File: src/hw/rtl/fmt_pkg.sv
// ----------------------------------------------------------------------------
// fmt_pkg
// types and constants shared by the dual interval timer block
// ----------------------------------------------------------------------------
package fmt_pkg;

  localparam int SAMPLE_W = 11;

  localparam logic [7:0] ADDR_CNT_A_LO = 8'h24;
  localparam logic [7:0] ADDR_CNT_A_HI = 8'h25;
  localparam logic [7:0] ADDR_VALUE_B  = 8'h26;
  localparam logic [7:0] ADDR_CONTROL  = 8'h27;

  localparam logic MODE_WRITE   = 1'b0;
  localparam logic MODE_ADVANCE = 1'b1;

  // control byte bit positions
  localparam int CTL_LOAD_A   = 0;
  localparam int CTL_LOAD_B   = 1;
  localparam int CTL_ENABLE_A = 2;
  localparam int CTL_ENABLE_B = 3;
  localparam int CTL_CLEAR_A  = 4;
  localparam int CTL_CLEAR_B  = 5;

  localparam int FLAG_A = 0;
  localparam int FLAG_B = 1;

  typedef struct packed {
    logic                mode;
    logic [7:0]          reg_addr;
    logic [7:0]          write_data;
    logic [SAMPLE_W-1:0] sample_count;
  } req_item_t;

  typedef struct packed {
    logic [1:0] status_flags;
    logic       irq_timer_a;
    logic       irq_timer_b;
  } rsp_item_t;

  typedef struct packed {
    logic wr;
    logic adv;
    logic load;
    logic enable;
  } cnt_ctrl_t;

endpackage

File: src/hw/rtl/fm_chip_dual_interval_timer_core.sv
// ----------------------------------------------------------------------------
// fm_chip_dual_interval_timer_core
// timer A and timer B of an fm sound chip, driven by register writes and
// sample-advance items, one result item per input item
// ----------------------------------------------------------------------------
//  channel | direction | handshake            | payload
//  req     | in        | req_valid/req_ready  | req_item_t: mode, reg_addr, write_data, sample_count
//  rsp     | out       | rsp_valid/rsp_ready  | rsp_item_t: status_flags, irq_timer_a, irq_timer_b
//
// one item per cycle sustained while rsp does not stall; an item is held in the input
// register (s1) and its result is then registered into the rsp output register.
// timer state is updated as the item moves from the input register to the result
// register. rst is synchronous and clears the valid bits, control bits, flags and
// counters to zero. while rsp stalls, the input register holds one item and req_ready drops.
// ----------------------------------------------------------------------------
module fm_chip_dual_interval_timer_core
  import fmt_pkg::*;
#(
  parameter int TIMER_A_WIDTH   = 10,
  parameter int PRESCALE_B_BITS = 4
) (
  input  logic      clk,
  input  logic      rst,
  input  logic      req_valid,
  output logic      req_ready,
  input  req_item_t req,
  output logic      rsp_valid,
  input  logic      rsp_ready,
  output rsp_item_t rsp
);

  localparam int B_WIDTH = 8 + PRESCALE_B_BITS;

  logic      s1_valid;
  req_item_t s1;
  logic      advance;
  logic      fire;

  logic      load_a;
  logic      enable_a;
  logic      load_b;
  logic      enable_b;
  logic [1:0] flags;
  logic       load_a_next;
  logic       enable_a_next;
  logic       load_b_next;
  logic       enable_b_next;
  logic [1:0] flags_next;

  logic                     is_write;
  logic                     is_adv;
  cnt_ctrl_t                ctrl_a;
  cnt_ctrl_t                ctrl_b;
  logic [TIMER_A_WIDTH-1:0] count_a;
  logic [TIMER_A_WIDTH-1:0] wr_a;
  logic [15:0]              count_a_ext;
  logic [15:0]              merge_a;
  logic [B_WIDTH-1:0]       count_b;
  logic [B_WIDTH-1:0]       wr_b;
  logic                     hit_a;
  logic                     hit_b;
  logic                     irq_a;
  logic                     irq_b;

  assign advance   = !rsp_valid || rsp_ready;
  assign req_ready = !s1_valid || advance;
  assign fire      = s1_valid && advance;

  assign is_write = fire && (s1.mode == MODE_WRITE);
  assign is_adv   = fire && (s1.mode == MODE_ADVANCE);

  assign count_a_ext = 16'(count_a);
  always_comb begin
    merge_a = count_a_ext;
    case (s1.reg_addr)
      ADDR_CNT_A_LO: merge_a = {count_a_ext[15:8], s1.write_data};
      ADDR_CNT_A_HI: merge_a = {s1.write_data, count_a_ext[7:0]};
      default:       merge_a = count_a_ext;
    endcase
  end
  assign wr_a = merge_a[TIMER_A_WIDTH-1:0];
  assign wr_b = B_WIDTH'(s1.write_data) << PRESCALE_B_BITS;

  assign ctrl_a = '{
    wr:     is_write && ((s1.reg_addr == ADDR_CNT_A_LO) || (s1.reg_addr == ADDR_CNT_A_HI)),
    adv:    is_adv,
    load:   load_a,
    enable: enable_a
  };
  assign ctrl_b = '{
    wr:     is_write && (s1.reg_addr == ADDR_VALUE_B),
    adv:    is_adv,
    load:   load_b,
    enable: enable_b
  };

  fmt_counter #(
    .WIDTH (TIMER_A_WIDTH)
  ) u_cnt_a (
    .clk      (clk),
    .rst      (rst),
    .ctrl     (ctrl_a),
    .wr_value (wr_a),
    .n        (s1.sample_count),
    .count    (count_a),
    .hit      (hit_a)
  );

  fmt_counter #(
    .WIDTH (B_WIDTH)
  ) u_cnt_b (
    .clk      (clk),
    .rst      (rst),
    .ctrl     (ctrl_b),
    .wr_value (wr_b),
    .n        (s1.sample_count),
    .count    (count_b),
    .hit      (hit_b)
  );

  assign irq_a = hit_a && !flags[FLAG_A];
  assign irq_b = hit_b && !flags[FLAG_B];

  always_comb begin
    load_a_next   = load_a;
    enable_a_next = enable_a;
    load_b_next   = load_b;
    enable_b_next = enable_b;
    flags_next    = flags;
    if (is_write && (s1.reg_addr == ADDR_CONTROL)) begin
      load_a_next   = s1.write_data[CTL_LOAD_A];
      load_b_next   = s1.write_data[CTL_LOAD_B];
      enable_a_next = s1.write_data[CTL_ENABLE_A];
      enable_b_next = s1.write_data[CTL_ENABLE_B];
      if (s1.write_data[CTL_CLEAR_A]) begin
        flags_next[FLAG_A] = 1'b0;
      end
      if (s1.write_data[CTL_CLEAR_B]) begin
        flags_next[FLAG_B] = 1'b0;
      end
    end
    if (irq_a) begin
      flags_next[FLAG_A] = 1'b1;
    end
    if (irq_b) begin
      flags_next[FLAG_B] = 1'b1;
    end
  end

  always_ff @(posedge clk) begin
    if (rst) begin
      s1_valid  <= 1'b0;
      rsp_valid <= 1'b0;
      load_a    <= 1'b0;
      enable_a  <= 1'b0;
      load_b    <= 1'b0;
      enable_b  <= 1'b0;
      flags     <= '0;
    end else begin
      if (req_ready) begin
        s1_valid <= req_valid;
      end
      if (advance) begin
        rsp_valid <= s1_valid;
      end
      load_a   <= load_a_next;
      enable_a <= enable_a_next;
      load_b   <= load_b_next;
      enable_b <= enable_b_next;
      flags    <= flags_next;
    end
  end

  always_ff @(posedge clk) begin
    if (req_valid && req_ready) begin
      s1 <= req;
    end
    if (fire) begin
      rsp.status_flags <= flags_next;
      rsp.irq_timer_a  <= irq_a;
      rsp.irq_timer_b  <= irq_b;
    end
  end

endmodule

File: src/hw/rtl/fmt_counter.sv
// ----------------------------------------------------------------------------
// fmt_counter
// up-counter of one timer: direct write, advance by a sample count modulo
// its width if loaded, a hit strobe when an enabled advance wraps past the top
// ----------------------------------------------------------------------------
module fmt_counter
  import fmt_pkg::*;
#(
  parameter int WIDTH = 10
) (
  input  logic                clk,
  input  logic                rst,
  input  cnt_ctrl_t           ctrl,
  input  logic [WIDTH-1:0]    wr_value,
  input  logic [SAMPLE_W-1:0] n,
  output logic [WIDTH-1:0]    count,
  output logic                hit
);

  localparam int SUM_W = ((WIDTH > SAMPLE_W) ? WIDTH : SAMPLE_W) + 1;

  logic [SUM_W-1:0] sum;
  logic [WIDTH-1:0] count_next;

  assign sum = SUM_W'(count) + SUM_W'(n);
  assign hit = ctrl.adv && ctrl.load && ctrl.enable && (sum[SUM_W-1:WIDTH] != '0);

  always_comb begin
    count_next = count;
    if (ctrl.wr) begin
      count_next = wr_value;
    end else if (ctrl.adv && ctrl.load) begin
      count_next = sum[WIDTH-1:0];
    end
  end

  always_ff @(posedge clk) begin
    if (rst) begin
      count <= '0;
    end else begin
      count <= count_next;
    end
  end

endmodule

File: config.mk
export PLATFORM = sky130hd
export DESIGN_NAME = fm_chip_dual_interval_timer_core
export DESIGN_NICKNAME = d
export VERILOG_FILES = /design/src/hw/rtl/fmt_pkg.sv /design/src/hw/rtl/fm_chip_dual_interval_timer_core.sv /design/src/hw/rtl/fmt_counter.sv
export SDC_FILE = /design/constraint.sdc
export NUM_CORES = 1
export LEC_CHECK = 0
export ABC_AREA = 1
export BUFFER_PORTS_ARGS = -buffer_cell sky130_fd_sc_hd__buf_2
export CORE_MARGIN = 4
export CORE_UTILIZATION = 64
export CTS_CLUSTER_SIZE = 28
export DETAILED_ROUTE_END_ITERATION = 16
export PLACE_DENSITY = 0.84
export SYNTH_ARGS = -nofsm -noshare
export SYNTH_HDL_FRONTEND = slang
export SYNTH_HIERARCHICAL = 1
export SYNTH_SLANG_ARGS = --single-unit
File: constraint.sdc
create_clock -name clk -period 4.5 [get_ports clk]
set_clock_uncertainty 0.2 [all_clocks]
set_input_delay 0.225 -clock clk [delete_from_list [all_inputs] [get_ports clk]]
set_output_delay 0.225 -clock clk [all_outputs]
set_load 0.05 [all_outputs]
## Word level (Yosys, flattened, before mapping)

Cells that the tools add are included.

| storage, ports and cells | value |
|---|---|
| flip-flop bits (word level) | 62 |
| bits of input ports | 32 |

| cells by class | value |
|---|---|
| add/subtract/negate cells | 2 |
| equal/unequal tests | 8 |
| mux-type cells | 10 |
| bitwise gates (word level) | 1 |
| reductions and logical operators | 28 |

Operators with widths:

| kind | count |
|---|---|
| 8-bit by 6-bit == test with 1-bit output, second input constant | 4 |
| 12-bit two-way mux | 2 |
| 10-bit two-way mux | 2 |
| 10-bit case mux with 2 select lines | 1 |
| 1-bit logical AND | 15 |
| 12-bit by 11-bit adder with 13-bit output | 1 |
| 10-bit by 11-bit adder with 12-bit output | 1 |
| 3-bit AND reduction | 2 |
| 2-bit nonzero test | 3 |
| 1-bit zero test | 4 |
| 1-bit two-way mux | 4 |
| 2-bit by 1-bit inequality test with 1-bit output, second input constant | 2 |
| 2-bit inequality test, second input constant | 2 |
| 1-bit logical OR | 3 |
| 2-bit two-way mux | 1 |
| 2-bit OR reduction | 1 |
| 1-bit inverter | 1 |

## Longest topological paths before layout

| logic depth | value |
|---|---|
| word-level depth | 9 |
| gate-level depth with buffers | 13 |

## Cells and area by module

The synthesis kept the hierarchy.

Modules (own cells, without submodules):

| module | instances | cells each | area each (um2) | sequential area each (um2) |
|---|---|---|---|---|
| fm_chip_dual_interval_timer_core | 1 | 129 | 1604.0 | 1121.1 |
| fmt_counter (u_cnt_b) | 1 | 187 | 1176.1 | 240.2 |
| fmt_counter (u_cnt_a) | 1 | 153 | 1007.2 | 200.2 |

## Worst setup path after synthesis

OpenSTA, ideal clock, no wires.

| path | value |
|---|---|
| path type | reg-to-reg |
| start | register rsp_valid |
| end | register s1[0] (netlist bit) (enable) |
| arrival time | 1.741 ns |
| slack | 2.180 ns |
| stages on the path, launching flop included | 4 |
| buffers on the path | 0 |
| period minus slack after synthesis | 2.320 ns |
| cell sequence | dfxtp_1 > nand3_1 > nand2_1 > inv_1 |

| on the way | value |
|---|---|
| longest elaborated chain between the ends | 4 |

RTL lines:

| what | RTL line | text |
|---|---|---|
| from (decl) | fm_chip_dual_interval_timer_core.sv:27 | `output logic rsp_valid,` |
| from (signal assigned) | fm_chip_dual_interval_timer_core.sv:164 | `rsp_valid <= s1_valid;` |
| 1-bit zero test | fm_chip_dual_interval_timer_core.sv:65 | `assign advance = !rsp_valid \|\| rsp_ready;` |
| 1-bit logical OR | fm_chip_dual_interval_timer_core.sv:65 |  |
| 1-bit logical OR | fm_chip_dual_interval_timer_core.sv:66 | `assign req_ready = !s1_valid \|\| advance;` |
| net req_ready | fm_chip_dual_interval_timer_core.sv:25 | `output logic req_ready,` |
| 1-bit logical AND | fm_chip_dual_interval_timer_core.sv:175 | `if (req_valid && req_ready) begin` |
| to (signal assigned) | fm_chip_dual_interval_timer_core.sv:176 | `s1 <= req;` |
| to (decl) | fm_chip_dual_interval_timer_core.sv:35 | `req_item_t s1;` |

The timed path passes the listed nets, and every way through them passes these cells.
A chain may end at the register's enable or synchronous reset.

==> flow_summary.ini <==
[grt]
grt_pass1_wl_mm = 16.2
gr-total-overflow = 0
grt_pass1_vias = 3456
antenna_found_initial = 0
track_usage = 0.285
grt_start_max_net_pins = 29

[power]
leakage_nw = 2.10
ir_worst_vdd_mv = 0.268
powerDensity_nw_per_um2 = 265

[floorplan]
rows = 27
pin_count = 38
fp.dieArea_um2 = 7210
start_util = 0.675
fp.dieH_um = 84.9
core_um2 = 5610
die_w_um = 84.9

[critical_path]
crit_type = input port to flip-flop
crit_slowest_cell = nor3_2
arrival_ns = 2.70
r2r_start = rsp_valid$_SDFFE_PP0P_
start_kind = input port
critical_path.max_fanout = 13
r2r_slack_ns = 2.02
max_stage_delay_ns = 0.57
critPathTopFamily = simple AND/OR/NAND/NOR gates
cp-startpoint = rsp_ready
path_buf_inv = 6
end_kind = flip-flop
path_cells = dlygate4sd3_1 -> buf_2 -> inv_1 -> nand2_1 -> nand2_2 -> nor2_4 -> nand2_1 -> nor3_2 -> inv_1 -> nand2_1 -> inv_2 -> a22o_2 -> inv_1 -> a21oi_2
required_ns = 4.52

[cts]
clkSinkCount = 62
insertion_delay_ns = 0.35
cts_tree = done
cts_root_buf = clkbuf_8
cts.htree.levels = 3
clk_pin_slew_ns = 0.08
cts_resized = 0
clock_path_buffers = 2
cts_buffers = 9

[routing]
routed_wl_mm = 9.81
drc = 0
routedWlPerCell_um = 15.8
vias_per_cell = 5.63
dr_total_vias = 3495
ant_nets = 0
first_iter_violations = 282
firstDrtPassIters = 5

[final_layout]
postLayoutCellArea_um2 = 4510
n_fill_cell = 359
drive_gt1_frac = 0.180
n_antenna_cell = 0
regArea_um2 = 1560
multi_input_area_um2 = 1880
fin_nets = 599
fin_cells = 621
area.growth.synth_to_final_pct = 19.0

[timing]
setup_tns_ns = 0
max_slew.worst_pin.slew_ns = 1.06
hold_viol_final = 0
period_share = 0.597
grt_setup_unrepaired = no
fmax_ghz = 0.372
setup_viol = 0
timing.final.ws_setup_ns = 1.81
slew_headroom = 0.291
period_needed_ns = 2.69
maxSlewViolCount = 0

[synth]
netlist_instances = 469
async_reset_ff_frac = 0
synth.most_common_cell = nand2_1
synth_edf_count = 32
ys.flop_type = edfxtp_1
synth-xor-area-share = 0.0185
yosys-top-cells-area = edfxtp_1, dfxtp_1, nand2_1
avgSynthCellArea_um2 = 8.08
synthAdderAreaFrac = 0.0799
synthDistinctLibCells = 39
seq_area_frac_synth = 0.412
yosys_warnings = 6
synth-seq-cells = 62
syn_area_um2 = 3790
synthSimpleGateAreaFrac = 0.270
synth_top_family_by_area = simple AND/OR/NAND/NOR gates
synth_top_cell_by_area = edfxtp_1
synth_compound_area_frac = 0.123
yosys-top-cells-count = nand2_1, inv_1, nor2_1, edfxtp_1, dfxtp_1
synthMuxAreaShare = 0
synth_largest_type_area_fraction = 0.254

[placement]
pre_cts_slack_ns = 1.77
dp_hpwl_mm = 6.39
dp.cells = 575
port_buffers = 37
gp_congestion = 0.932
placed_area_um2 = 4020

[flow_run]
max_cap_violations = 0

[min_path]
hold_path.class = input port to flip-flop
min-delay-start = rst

[status]
status = finished, final reports clean
-- registers in the layout, indices dropped and copies added, names as in the netlist --
name / flops
enable_a: 1
enable_b: 1
flags: 2
load_a: 1
load_b: 1
rsp: 4
rsp_valid: 1
s1: 28
s1_valid: 1
u_cnt_a/count: 10
u_cnt_b/count: 12
-- through the flow --
stage	hold slack (ns)	total power, mW	util
6_report	0.154	1.20	0.804
5_1_grt	0.192	1.24	0.804
4_1_cts	0.140	1.19	0.803
3_5_place_dp	0.203	0.728	0.717
3_3_place_gp	0.201	0.726	0.717
2_1_floorplan	0.0941	0.697	-
-- cell families (layout without fill, tap and decap cells) --
family / Yosys count / count (layout)
AOI/OAI and AO/OA: 68 / 68
adders and majority gates: 23 / 23
buffers and inverters: 86 / 163
other: 1 / 4
and+or+nand+nor: 221 / 221
DFF: 62 / 62
xor gates and xnor gates: 8 / 8
-- cell usage in the layout (no fill, tap or decap), types with 4 or more instances in the layout --
cell type and instances:
a211oi_1 4, a21oi_1 21, a21oi_2 5, a22o_1 10, a31oi_1 6, buf_2 37, clkbuf_8 9, clkinv_4 5
conb_1 4, dfxtp_1 30, dlygate4sd3_1 30, edfxtp_1 32, ha_1 21, inv_1 76, nand2_1 120, nand2_2 8
nand3_1 28, nand3b_1 5, nand4_1 7, nor2_1 33, nor2_2 8, o21ai_1 5, o21ai_2 9, xor2_1 6
-- metal layers --
metal	part of all wire	track usage	vias up
li1	-	-	1687
met1	0.40	0.349	1614
met2	0.51	0.506	161
met3	0.060	0.0417	33
met4	0.027	0.111	0
met5	0	0	-
-- worst register-to-register path: stages, from the launching register on --
cell	delay, ns
dfxtp_1	0.33
nand2_1	0.10
nand2_2	0.10
nor2_4	0.16
nand2_1	0.11
nor3_2	0.57
inv_1	0.16
nand2_1	0.17
inv_2	0.11
a22o_2	0.22
inv_1	0.07
a21oi_2	0.05
-- path summary, 6_finish.rpt --
check,endpoint,cells after the start
worst max-delay path,u_cnt_a/count[9]$_SDFFE_PP0P_,14
worst min-delay path,u_cnt_b/count[5]$_SDFFE_PP0P_,2
worst max register to register,u_cnt_a/count[9]$_SDFFE_PP0P_,11
worst min register to register,flags[0]$_SDFF_PP0_,2
-- power by group --
| part | switching [mW] | total [mW] | leakage [nW] | internal [mW] |
|---|---|---|---|---|
| Clock | 0.249 | 0.455 | 0.0942 | 0.206 |
| Combinational | 0.0643 | 0.111 | 1.45 | 0.0472 |
| Sequential | 0.0158 | 0.630 | 0.553 | 0.614 |
-- final cells by class --
class | count | area share
Clock inverter | 7 | 0.0128
Clock buffer | 9 | 0.0275
Tap cell | 72 | 0.0200
Timing Repair Buffer | 68 | 0.109
Multi-Input combinational cell | 324 | 0.417
Inverter | 79 | 0.0669
Sequential cell | 62 | 0.346
-- timing repair --
action	in CTS	in global routing
hold endpoints to repair	30	0
hold buffers	30	0
endpoints found under the setup margin	0	0
buffers inserted	0	0
(Power assumes the default switching activity.)
